[src/rtl/fr_pkg.sv]
// shared constants and types for the fraction reduction block
`timescale 1ns / 1ps

package fr_pkg;

   // input term width and magnitude width of a valid (positive) term
   localparam int FR_WIDTH   = 64;
   localparam int FR_MAG_W   = FR_WIDTH - 1;
   localparam int FR_SHIFT_W = $clog2(FR_MAG_W);

   // result status codes
   localparam logic [1:0] FR_ST_OK       = 2'd0;
   localparam logic [1:0] FR_ST_DEN_ZERO = 2'd1;
   localparam logic [1:0] FR_ST_NOT_POS  = 2'd2;

   // top level control states
   typedef enum logic [2:0] {
      FR_IDLE,
      FR_GCD,
      FR_DIV_NUM,
      FR_DIV_DEN,
      FR_FINISH
   } fr_state_type;

endpackage

[src/rtl/fraction_reduce_checked_top.sv]
// top level: term checks, gcd and serial division control, result register
`timescale 1ns / 1ps

// Reduces a signed fraction to lowest terms. A zero denominator gives
// status 1; otherwise a numerator of zero or less or a negative denominator
// gives status 2; both reduced terms are zero on error. A valid pair goes
// through a binary gcd (one shift or subtract-and-shift per cycle) and then
// two restoring divisions on one shared divider. One item is worked at a
// time; the next item is taken as soon as the finished result moves into
// the output register, even if that result has not been taken yet.
module fraction_reduce_checked_top (
   input  logic                            clock,
   input  logic                            reset,
   input  logic                            req_valid,
   output logic                            req_ready,
   input  logic signed [fr_pkg::FR_WIDTH-1:0] req_numerator,
   input  logic signed [fr_pkg::FR_WIDTH-1:0] req_denominator,
   output logic                            rsp_valid,
   input  logic                            rsp_ready,
   output logic [fr_pkg::FR_MAG_W-1:0]     rsp_reduced_numerator,
   output logic [fr_pkg::FR_MAG_W-1:0]     rsp_reduced_denominator,
   output logic [1:0]                      rsp_status
);

   fr_pkg::fr_state_type state_ff, state_in;

   logic [fr_pkg::FR_MAG_W-1:0] num_ff, num_in;
   logic [fr_pkg::FR_MAG_W-1:0] den_ff, den_in;
   logic [fr_pkg::FR_MAG_W-1:0] quo_num_ff, quo_num_in;
   logic [fr_pkg::FR_MAG_W-1:0] quo_den_ff, quo_den_in;
   logic [1:0]                  status_ff, status_in;
   logic                        rsp_valid_ff, rsp_valid_in;
   logic [fr_pkg::FR_MAG_W-1:0] rsp_num_ff, rsp_num_in;
   logic [fr_pkg::FR_MAG_W-1:0] rsp_den_ff, rsp_den_in;
   logic [1:0]                  rsp_status_ff, rsp_status_in;

   logic                        req_transfer;
   logic [1:0]                  check_status;
   logic                        gcd_start, gcd_done;
   logic [fr_pkg::FR_MAG_W-1:0] gcd_value;
   logic                        div_start, div_done;
   logic [fr_pkg::FR_MAG_W-1:0] div_dividend, div_quotient;
   logic                        slot_free;
   logic                        rsp_load;

   assign req_transfer = req_valid && req_ready;
   assign slot_free    = !rsp_valid_ff || rsp_ready;

   // term checks, zero denominator has priority
   always_comb begin
      if (req_denominator == '0) begin
         check_status = fr_pkg::FR_ST_DEN_ZERO;
      end else if (req_numerator == '0 || req_numerator[fr_pkg::FR_WIDTH-1] ||
                   req_denominator[fr_pkg::FR_WIDTH-1]) begin
         check_status = fr_pkg::FR_ST_NOT_POS;
      end else begin
         check_status = fr_pkg::FR_ST_OK;
      end
   end

   // next state
   always_comb begin
      state_in = state_ff;
      case (state_ff)
         fr_pkg::FR_IDLE: begin
            if (req_transfer) begin
               state_in = (check_status == fr_pkg::FR_ST_OK) ? fr_pkg::FR_GCD
                                                             : fr_pkg::FR_FINISH;
            end
         end
         fr_pkg::FR_GCD: begin
            if (gcd_done) state_in = fr_pkg::FR_DIV_NUM;
         end
         fr_pkg::FR_DIV_NUM: begin
            if (div_done) state_in = fr_pkg::FR_DIV_DEN;
         end
         fr_pkg::FR_DIV_DEN: begin
            if (div_done) state_in = fr_pkg::FR_FINISH;
         end
         fr_pkg::FR_FINISH: begin
            if (slot_free) state_in = fr_pkg::FR_IDLE;
         end
         default: state_in = fr_pkg::FR_IDLE;
      endcase
   end

   // state outputs
   always_comb begin
      req_ready    = 1'b0;
      gcd_start    = 1'b0;
      div_start    = 1'b0;
      div_dividend = den_ff;
      rsp_load     = 1'b0;
      case (state_ff)
         fr_pkg::FR_IDLE: begin
            req_ready = 1'b1;
            gcd_start = req_valid && (check_status == fr_pkg::FR_ST_OK);
         end
         fr_pkg::FR_GCD: begin
            div_start    = gcd_done;
            div_dividend = num_ff;
         end
         fr_pkg::FR_DIV_NUM: begin
            div_start = div_done;
         end
         fr_pkg::FR_FINISH: begin
            rsp_load = slot_free;
         end
         default: begin
            req_ready = 1'b0;
         end
      endcase
   end

   // working registers
   always_comb begin
      num_in     = num_ff;
      den_in     = den_ff;
      quo_num_in = quo_num_ff;
      quo_den_in = quo_den_ff;
      status_in  = status_ff;
      if (req_transfer) begin
         num_in     = req_numerator[fr_pkg::FR_MAG_W-1:0];
         den_in     = req_denominator[fr_pkg::FR_MAG_W-1:0];
         quo_num_in = '0;
         quo_den_in = '0;
         status_in  = check_status;
      end
      if (div_done && state_ff == fr_pkg::FR_DIV_NUM) quo_num_in = div_quotient;
      if (div_done && state_ff == fr_pkg::FR_DIV_DEN) quo_den_in = div_quotient;
   end

   // result register
   always_comb begin
      rsp_valid_in  = rsp_valid_ff && !rsp_ready;
      rsp_num_in    = rsp_num_ff;
      rsp_den_in    = rsp_den_ff;
      rsp_status_in = rsp_status_ff;
      if (rsp_load) begin
         rsp_valid_in  = 1'b1;
         rsp_num_in    = quo_num_ff;
         rsp_den_in    = quo_den_ff;
         rsp_status_in = status_ff;
      end
   end

   // payload registers
   always_ff @(posedge clock) begin
      num_ff        <= num_in;
      den_ff        <= den_in;
      quo_num_ff    <= quo_num_in;
      quo_den_ff    <= quo_den_in;
      status_ff     <= status_in;
      rsp_num_ff    <= rsp_num_in;
      rsp_den_ff    <= rsp_den_in;
      rsp_status_ff <= rsp_status_in;
   end

   // control registers
   always_ff @(posedge clock) begin
      if (reset) begin
         state_ff     <= fr_pkg::FR_IDLE;
         rsp_valid_ff <= 1'b0;
      end else begin
         state_ff     <= state_in;
         rsp_valid_ff <= rsp_valid_in;
      end
   end

   // gcd of the two positive terms
   fr_gcd u_gcd (
      .clock (clock),
      .reset (reset),
      .start (gcd_start),
      .a     (req_numerator[fr_pkg::FR_MAG_W-1:0]),
      .b     (req_denominator[fr_pkg::FR_MAG_W-1:0]),
      .done  (gcd_done),
      .gcd   (gcd_value)
   );

   // shared divider, numerator first then denominator
   fr_div u_div (
      .clock    (clock),
      .reset    (reset),
      .start    (div_start),
      .dividend (div_dividend),
      .divisor  (gcd_done ? gcd_value : gcd_value),
      .done     (div_done),
      .quotient (div_quotient)
   );

   assign rsp_valid               = rsp_valid_ff;
   assign rsp_reduced_numerator   = rsp_num_ff;
   assign rsp_reduced_denominator = rsp_den_ff;
   assign rsp_status              = rsp_status_ff;

endmodule

[src/rtl/fr_gcd.sv]
// iterative binary gcd of two positive terms
`timescale 1ns / 1ps

module fr_gcd (
   input  logic                            clock,
   input  logic                            reset,
   input  logic                            start,
   input  logic [fr_pkg::FR_MAG_W-1:0]     a,
   input  logic [fr_pkg::FR_MAG_W-1:0]     b,
   output logic                            done,
   output logic [fr_pkg::FR_MAG_W-1:0]     gcd
);

   logic [fr_pkg::FR_MAG_W-1:0]   a_ff, a_in;
   logic [fr_pkg::FR_MAG_W-1:0]   b_ff, b_in;
   logic [fr_pkg::FR_SHIFT_W-1:0] k_ff, k_in;
   logic [fr_pkg::FR_MAG_W-1:0]   g_ff, g_in;
   logic                          busy_ff, busy_in;
   logic                          done_ff, done_in;
   logic [fr_pkg::FR_MAG_W:0]     diff_ab;
   logic [fr_pkg::FR_MAG_W-1:0]   diff_ba;

   // one subtract each way, sign of a-b gives the compare
   assign diff_ab = {1'b0, a_ff} - {1'b0, b_ff};
   assign diff_ba = b_ff - a_ff;

   // one reduction step per cycle
   always_comb begin
      a_in    = a_ff;
      b_in    = b_ff;
      k_in    = k_ff;
      g_in    = g_ff;
      busy_in = busy_ff;
      done_in = 1'b0;
      if (start) begin
         a_in    = a;
         b_in    = b;
         k_in    = '0;
         busy_in = 1'b1;
      end else if (busy_ff) begin
         if (a_ff == b_ff) begin
            // restore the common factors of two
            g_in    = a_ff << k_ff;
            busy_in = 1'b0;
            done_in = 1'b1;
         end else if (!a_ff[0] && !b_ff[0]) begin
            a_in = a_ff >> 1;
            b_in = b_ff >> 1;
            k_in = k_ff + 1'b1;
         end else if (!a_ff[0]) begin
            a_in = a_ff >> 1;
         end else if (!b_ff[0]) begin
            b_in = b_ff >> 1;
         end else if (!diff_ab[fr_pkg::FR_MAG_W]) begin
            a_in = diff_ab[fr_pkg::FR_MAG_W-1:0] >> 1;
         end else begin
            b_in = diff_ba >> 1;
         end
      end
   end

   // operand and result registers
   always_ff @(posedge clock) begin
      a_ff <= a_in;
      b_ff <= b_in;
      k_ff <= k_in;
      g_ff <= g_in;
   end

   // control registers
   always_ff @(posedge clock) begin
      if (reset) begin
         busy_ff <= 1'b0;
         done_ff <= 1'b0;
      end else begin
         busy_ff <= busy_in;
         done_ff <= done_in;
      end
   end

   assign done = done_ff;
   assign gcd  = g_ff;

endmodule

[src/rtl/fr_div.sv]
// restoring divider, one quotient bit per cycle
`timescale 1ns / 1ps

module fr_div (
   input  logic                            clock,
   input  logic                            reset,
   input  logic                            start,
   input  logic [fr_pkg::FR_MAG_W-1:0]     dividend,
   input  logic [fr_pkg::FR_MAG_W-1:0]     divisor,
   output logic                            done,
   output logic [fr_pkg::FR_MAG_W-1:0]     quotient
);

   localparam logic [fr_pkg::FR_SHIFT_W-1:0] LAST_BIT =
      fr_pkg::FR_SHIFT_W'(fr_pkg::FR_MAG_W - 1);

   logic [fr_pkg::FR_MAG_W-1:0]   quo_ff, quo_in;
   logic [fr_pkg::FR_MAG_W-1:0]   rem_ff, rem_in;
   logic [fr_pkg::FR_MAG_W-1:0]   dsr_ff, dsr_in;
   logic [fr_pkg::FR_SHIFT_W-1:0] count_ff, count_in;
   logic                          busy_ff, busy_in;
   logic                          done_ff, done_in;
   logic [fr_pkg::FR_MAG_W:0]     rem_sh;
   logic [fr_pkg::FR_MAG_W+1:0]   trial;

   // shift the next dividend bit into the partial remainder
   assign rem_sh = {rem_ff, quo_ff[fr_pkg::FR_MAG_W-1]};
   assign trial  = {1'b0, rem_sh} - {2'b00, dsr_ff};

   // one trial subtract per cycle
   always_comb begin
      quo_in   = quo_ff;
      rem_in   = rem_ff;
      dsr_in   = dsr_ff;
      count_in = count_ff;
      busy_in  = busy_ff;
      done_in  = 1'b0;
      if (start) begin
         quo_in   = dividend;
         rem_in   = '0;
         dsr_in   = divisor;
         count_in = '0;
         busy_in  = 1'b1;
      end else if (busy_ff) begin
         if (trial[fr_pkg::FR_MAG_W+1]) begin
            rem_in = rem_sh[fr_pkg::FR_MAG_W-1:0];
            quo_in = {quo_ff[fr_pkg::FR_MAG_W-2:0], 1'b0};
         end else begin
            rem_in = trial[fr_pkg::FR_MAG_W-1:0];
            quo_in = {quo_ff[fr_pkg::FR_MAG_W-2:0], 1'b1};
         end
         count_in = count_ff + 1'b1;
         if (count_ff == LAST_BIT) begin
            busy_in = 1'b0;
            done_in = 1'b1;
         end
      end
   end

   // datapath shift registers
   always_ff @(posedge clock) begin
      quo_ff   <= quo_in;
      rem_ff   <= rem_in;
      dsr_ff   <= dsr_in;
      count_ff <= count_in;
   end

   // control registers
   always_ff @(posedge clock) begin
      if (reset) begin
         busy_ff <= 1'b0;
         done_ff <= 1'b0;
      end else begin
         busy_ff <= busy_in;
         done_ff <= done_in;
      end
   end

   assign done     = done_ff;
   assign quotient = quo_ff;

endmodule

[config.mk]
export PLATFORM = sky130hd
export DESIGN_NAME = fraction_reduce_checked_top
export DESIGN_NICKNAME = d
export VERILOG_FILES = /design/src/rtl/fr_pkg.sv /design/src/rtl/fraction_reduce_checked_top.sv /design/src/rtl/fr_gcd.sv /design/src/rtl/fr_div.sv
export SDC_FILE = /design/constraint.sdc
export NUM_CORES = 2
export LEC_CHECK = 0
export BUFFER_PORTS_ARGS = -buffer_cell sky130_fd_sc_hd__buf_2
export CAP_MARGIN = 25
export CORE_ASPECT_RATIO = 1.2
export CORE_MARGIN = 2
export CORE_UTILIZATION = 60
export DETAILED_ROUTE_END_ITERATION = 12
export PLACE_DENSITY = 0.79
export SYNTH_ARGS = -nofsm -noshare
export SYNTH_HDL_FRONTEND = slang
export SYNTH_SLANG_ARGS = --single-unit
[constraint.sdc]
create_clock -name clock -period 9.7 [get_ports clock]
set_input_delay 1.94 -clock clock [delete_from_list [all_inputs] [get_ports clock]]
set_output_delay 1.94 -clock clock [all_outputs]
set_load 0.1 [all_outputs]
==> reports/qor.txt <==
status = complete, no violations
setup_tns = 0 ns
wl on met1 = 55.8 mm
unrepaired setup endpoints after global routing = false
H-Tree Depth = 3
Post-Syn Area = 0.0446 mm²
internal reg-to-reg setup slack = 4.17 ns
Die H = 303 µm
Worst Hold Launch = u_gcd.gcd[19]$_SDFFCE_PP0P_
Cell variety after synth = 87
Final ANT Viol Nets = 0
Worst Setup End Kind = flip-flop
CTS buffer count = 80
initial antenna violation count = 13
Yosys Warn Count = 0
Starting DRT DRC Count = 4808
via count = 36200
drt wl/cell = 26.7 µm
layout cells sized above 1 = 12.3%
clk_lat worst skew = 0.67 ns
fmax = 0.172 GHz
Initial Util = 60.5%
syn_nets = 4712
drt first pass iters = 7
DRC = 0
Synth Register Bits = 780
Multi-input gate area = 0.0201 mm²
largest net degree at the start of global routing = 105
setup bufs post-CTS = 0
Port Buffer Count = 261
Inst Count DP = 5367
Worst Tran Pin Value = 1.15 ns
Post-Route WL = 148 mm
final worst setup slack = 3.89 ns
final hold vios = 0
Hold Path End = u_div.dsr_ff[19]$_DFFE_PP_
Bufs on Longest Clock Path = 3
element type at the critical path start = primary input
Post-Layout Cell Count = 5526
CP arrival = 6.15 ns
Num Clock Sinks = 780
GRT Total Usage = 38.4%
Reg-to-Reg End = u_gcd.b_ff[36]$_DFFE_PP_
CP Max Fanout = 59
Via density = 6.56
Max Cap Viol = 0
total power = 15.1 mW
most frequent cells in the layout = 697 x edfxtp_1, 523 x nor2_1, 427 x nand2_1
worst slack at placement = 3.50 ns
period utilisation layout = 59.9%
Clock Pin Slew Worst Setup and Hold Paths = 0.06 ns
WL met2 = 66.2 mm
Synth Instances = 4384
commonest non-fill, non-tap cell in the layout = edfxtp_1
Placeable Area = 0.0736 mm²
Post-DP HPWL = 110 mm
Die X = 253 µm
vias in the first global route = 34000
CTS tree = done
row count = 109
first-pass GRT wire length = 216 mm
root buffer cell = clkbuf_16
fin nets = 4838
Overflow after GRT = 0
fillcell total = 5739
Syn Area/Cell = 10.2 µm²
RD Place Congestion = 1.10
I/O pins = 262
number of slew-limit violations in the final report = 0
quantity of gates resized following cts = 0
met3 routed WL = 14.9 mm
Top FF cell, synth = edfxtp_1
final core utilization = 67.1%
Layout Skew = 0.0499 ns
minimum clock period = 5.81 ns
asr flop ratio synth = 0%
Synth-to-Final Area Change = 10.8%
number of hold buffers added after CTS = 0
Worst Reg-to-Reg Cells = 11
DR top layer = met5
Worst slew margin = 22.5%
hold depth = 0
number of flops mapped to enable cells by yosys = 697
Critical Path RT = 10.04 ns
Reg2Reg Launch Point = u_gcd.a_ff[26]$_DFFE_PP_
final setup violation count = 0
register area = 0.0226 mm²
Worst Setup Path Type = primary input to flip-flop
Max VDD drop = 0.228 mV
PwrDens = 305 mW/mm²
DIE AREA = 0.0765 mm²
Hold Path Class = flip-flop to flip-flop
Pleak = 19.6 nW
post-synthesis sequential area ratio = 50.7%
[final cells by class]
type	instances	share of cell area [%]
antenna	6	0.0304
tap	943	2.39
clock buffer	88	4.15
inverter	243	1.86
sequential	780	45.8
clock inverter	61	1.58
multi-input combinational	3097	40.7
timing repair buffer	308	3.50
[layer usage]
layer	up-vias	track usage, %
met3	495	7.16
met5	-	0
met4	8	24.0
met1	17200	49.7
met2	2259	60.1
li1	16200	-
[synthesized netlist by cell type (59+ instances only)]
cell      count  share of area, %
edfxtp_1    697                47
nor2_1      525               4.4
nand2_1     430               3.6
a21oi_1     332               3.7
o21ai_0     286               3.2
inv_1       239               2.0
clkbuf_1    198               1.7
ha_1        193               5.4
and2_1      141               2.0
mux2i_1     116               2.6
xnor2_1     111               2.2
a21o_1      100               1.7
a221oi_1     88               1.7
dfxtp_1      83               3.7
xor2_1       69               1.4
nand4_1      61              0.86
a31oi_1      59              0.83
[worst max-delay path, stage by stage]
cell and delay, ns:
buf_2 0.16, nor4_1 0.97, nand4_1 0.38, nor4_1 0.52, nor4_1 0.10, buf_4 0.19, nand2_4 0.57, o21ai_0 0.35
o21a_2 0.48, buf_4 0.45
[power breakdown]
| group | leakage (nW) | internal [mW] | switching [mW] | total, mW |
|---|---|---|---|---|
| registers | 7.22 | 4.77 | 0.412 | 5.18 |
| clock network | 1.38 | 1.91 | 1.39 | 3.30 |
| logic | 11.0 | 1.77 | 4.82 | 6.59 |
| total | 19.6 | 8.45 | 6.62 | 15.1 |
[stage by stage]
stage | hold WS (ns) | cell area (µm²)
floorplan | 0.400 | 44600
global placement | 0.401 | 46400
detailed placement | 0.405 | 46400
CTS | 0.399 | 49300
global route | 0.407 | 49400
finish | 0.396 | 49400
[how the worst max path moves through the flow]
stage	from	to	slack, ns	cells after the start
after global routing	req_denominator[33]	u_gcd.b_ff[36]$_DFFE_PP_	3.93	10
after global placement	req_numerator[48]	u_gcd.b_ff[36]$_DFFE_PP_	3.23	10
after CTS	req_denominator[33]	u_gcd.b_ff[36]$_DFFE_PP_	4.19	10
after detailed placement	req_denominator[33]	u_gcd.b_ff[36]$_DFFE_PP_	3.50	10
final	req_denominator[10]	u_gcd.b_ff[36]$_DFFE_PP_	3.89	10
after floorplan	state_ff[0]$_SDFFE_PP0P_	u_gcd.a_ff[10]$_DFFE_PP_	0.73	8
[cells by family (layout without fill, tap and decap cells)]
| group | after synthesis | count (layout) | synth area share [%] |
|---|---|---|---|
| AND/OR/NAND/NOR | 1395 | 1395 | 14.1 |
| AO/OA/AOI/OAI | 1160 | 1160 | 16.6 |
| flip-flops | 780 | 780 | 50.7 |
| buffers and inverters | 507 | 700 | 4.45 |
| adder cells (fa/ha/maj) | 196 | 196 | 5.55 |
| XOR/XNOR | 180 | 180 | 3.54 |
| multiplexers | 166 | 166 | 5.03 |
| other | 0 | 6 | 0 |
[registers in the layout, summed over array words and instances, names as in the netlist]
| name | count |
|---|---|
| u_div.busy_ff | 1 |
| u_div.rem_ff | 63 |
| u_div.done | 1 |
| u_div.dsr_ff | 63 |
| u_gcd.busy_ff | 1 |
| den_ff | 63 |
| u_gcd.b_ff | 63 |
| rsp_valid | 1 |
| status_ff | 2 |
| u_gcd.done | 1 |
| quo_num_ff | 63 |
| num_ff | 63 |
| u_gcd.k_ff | 6 |
| rsp_status | 2 |
| u_gcd.a_ff | 63 |
| rsp_reduced_numerator | 63 |
| u_div.count_ff | 6 |
| rsp_reduced_denominator | 63 |
| u_gcd.gcd | 63 |
| quo_den_ff | 63 |
| state_ff | 3 |
| u_div.quotient | 63 |
Note: power is estimated with default switching activity, not from simulation.
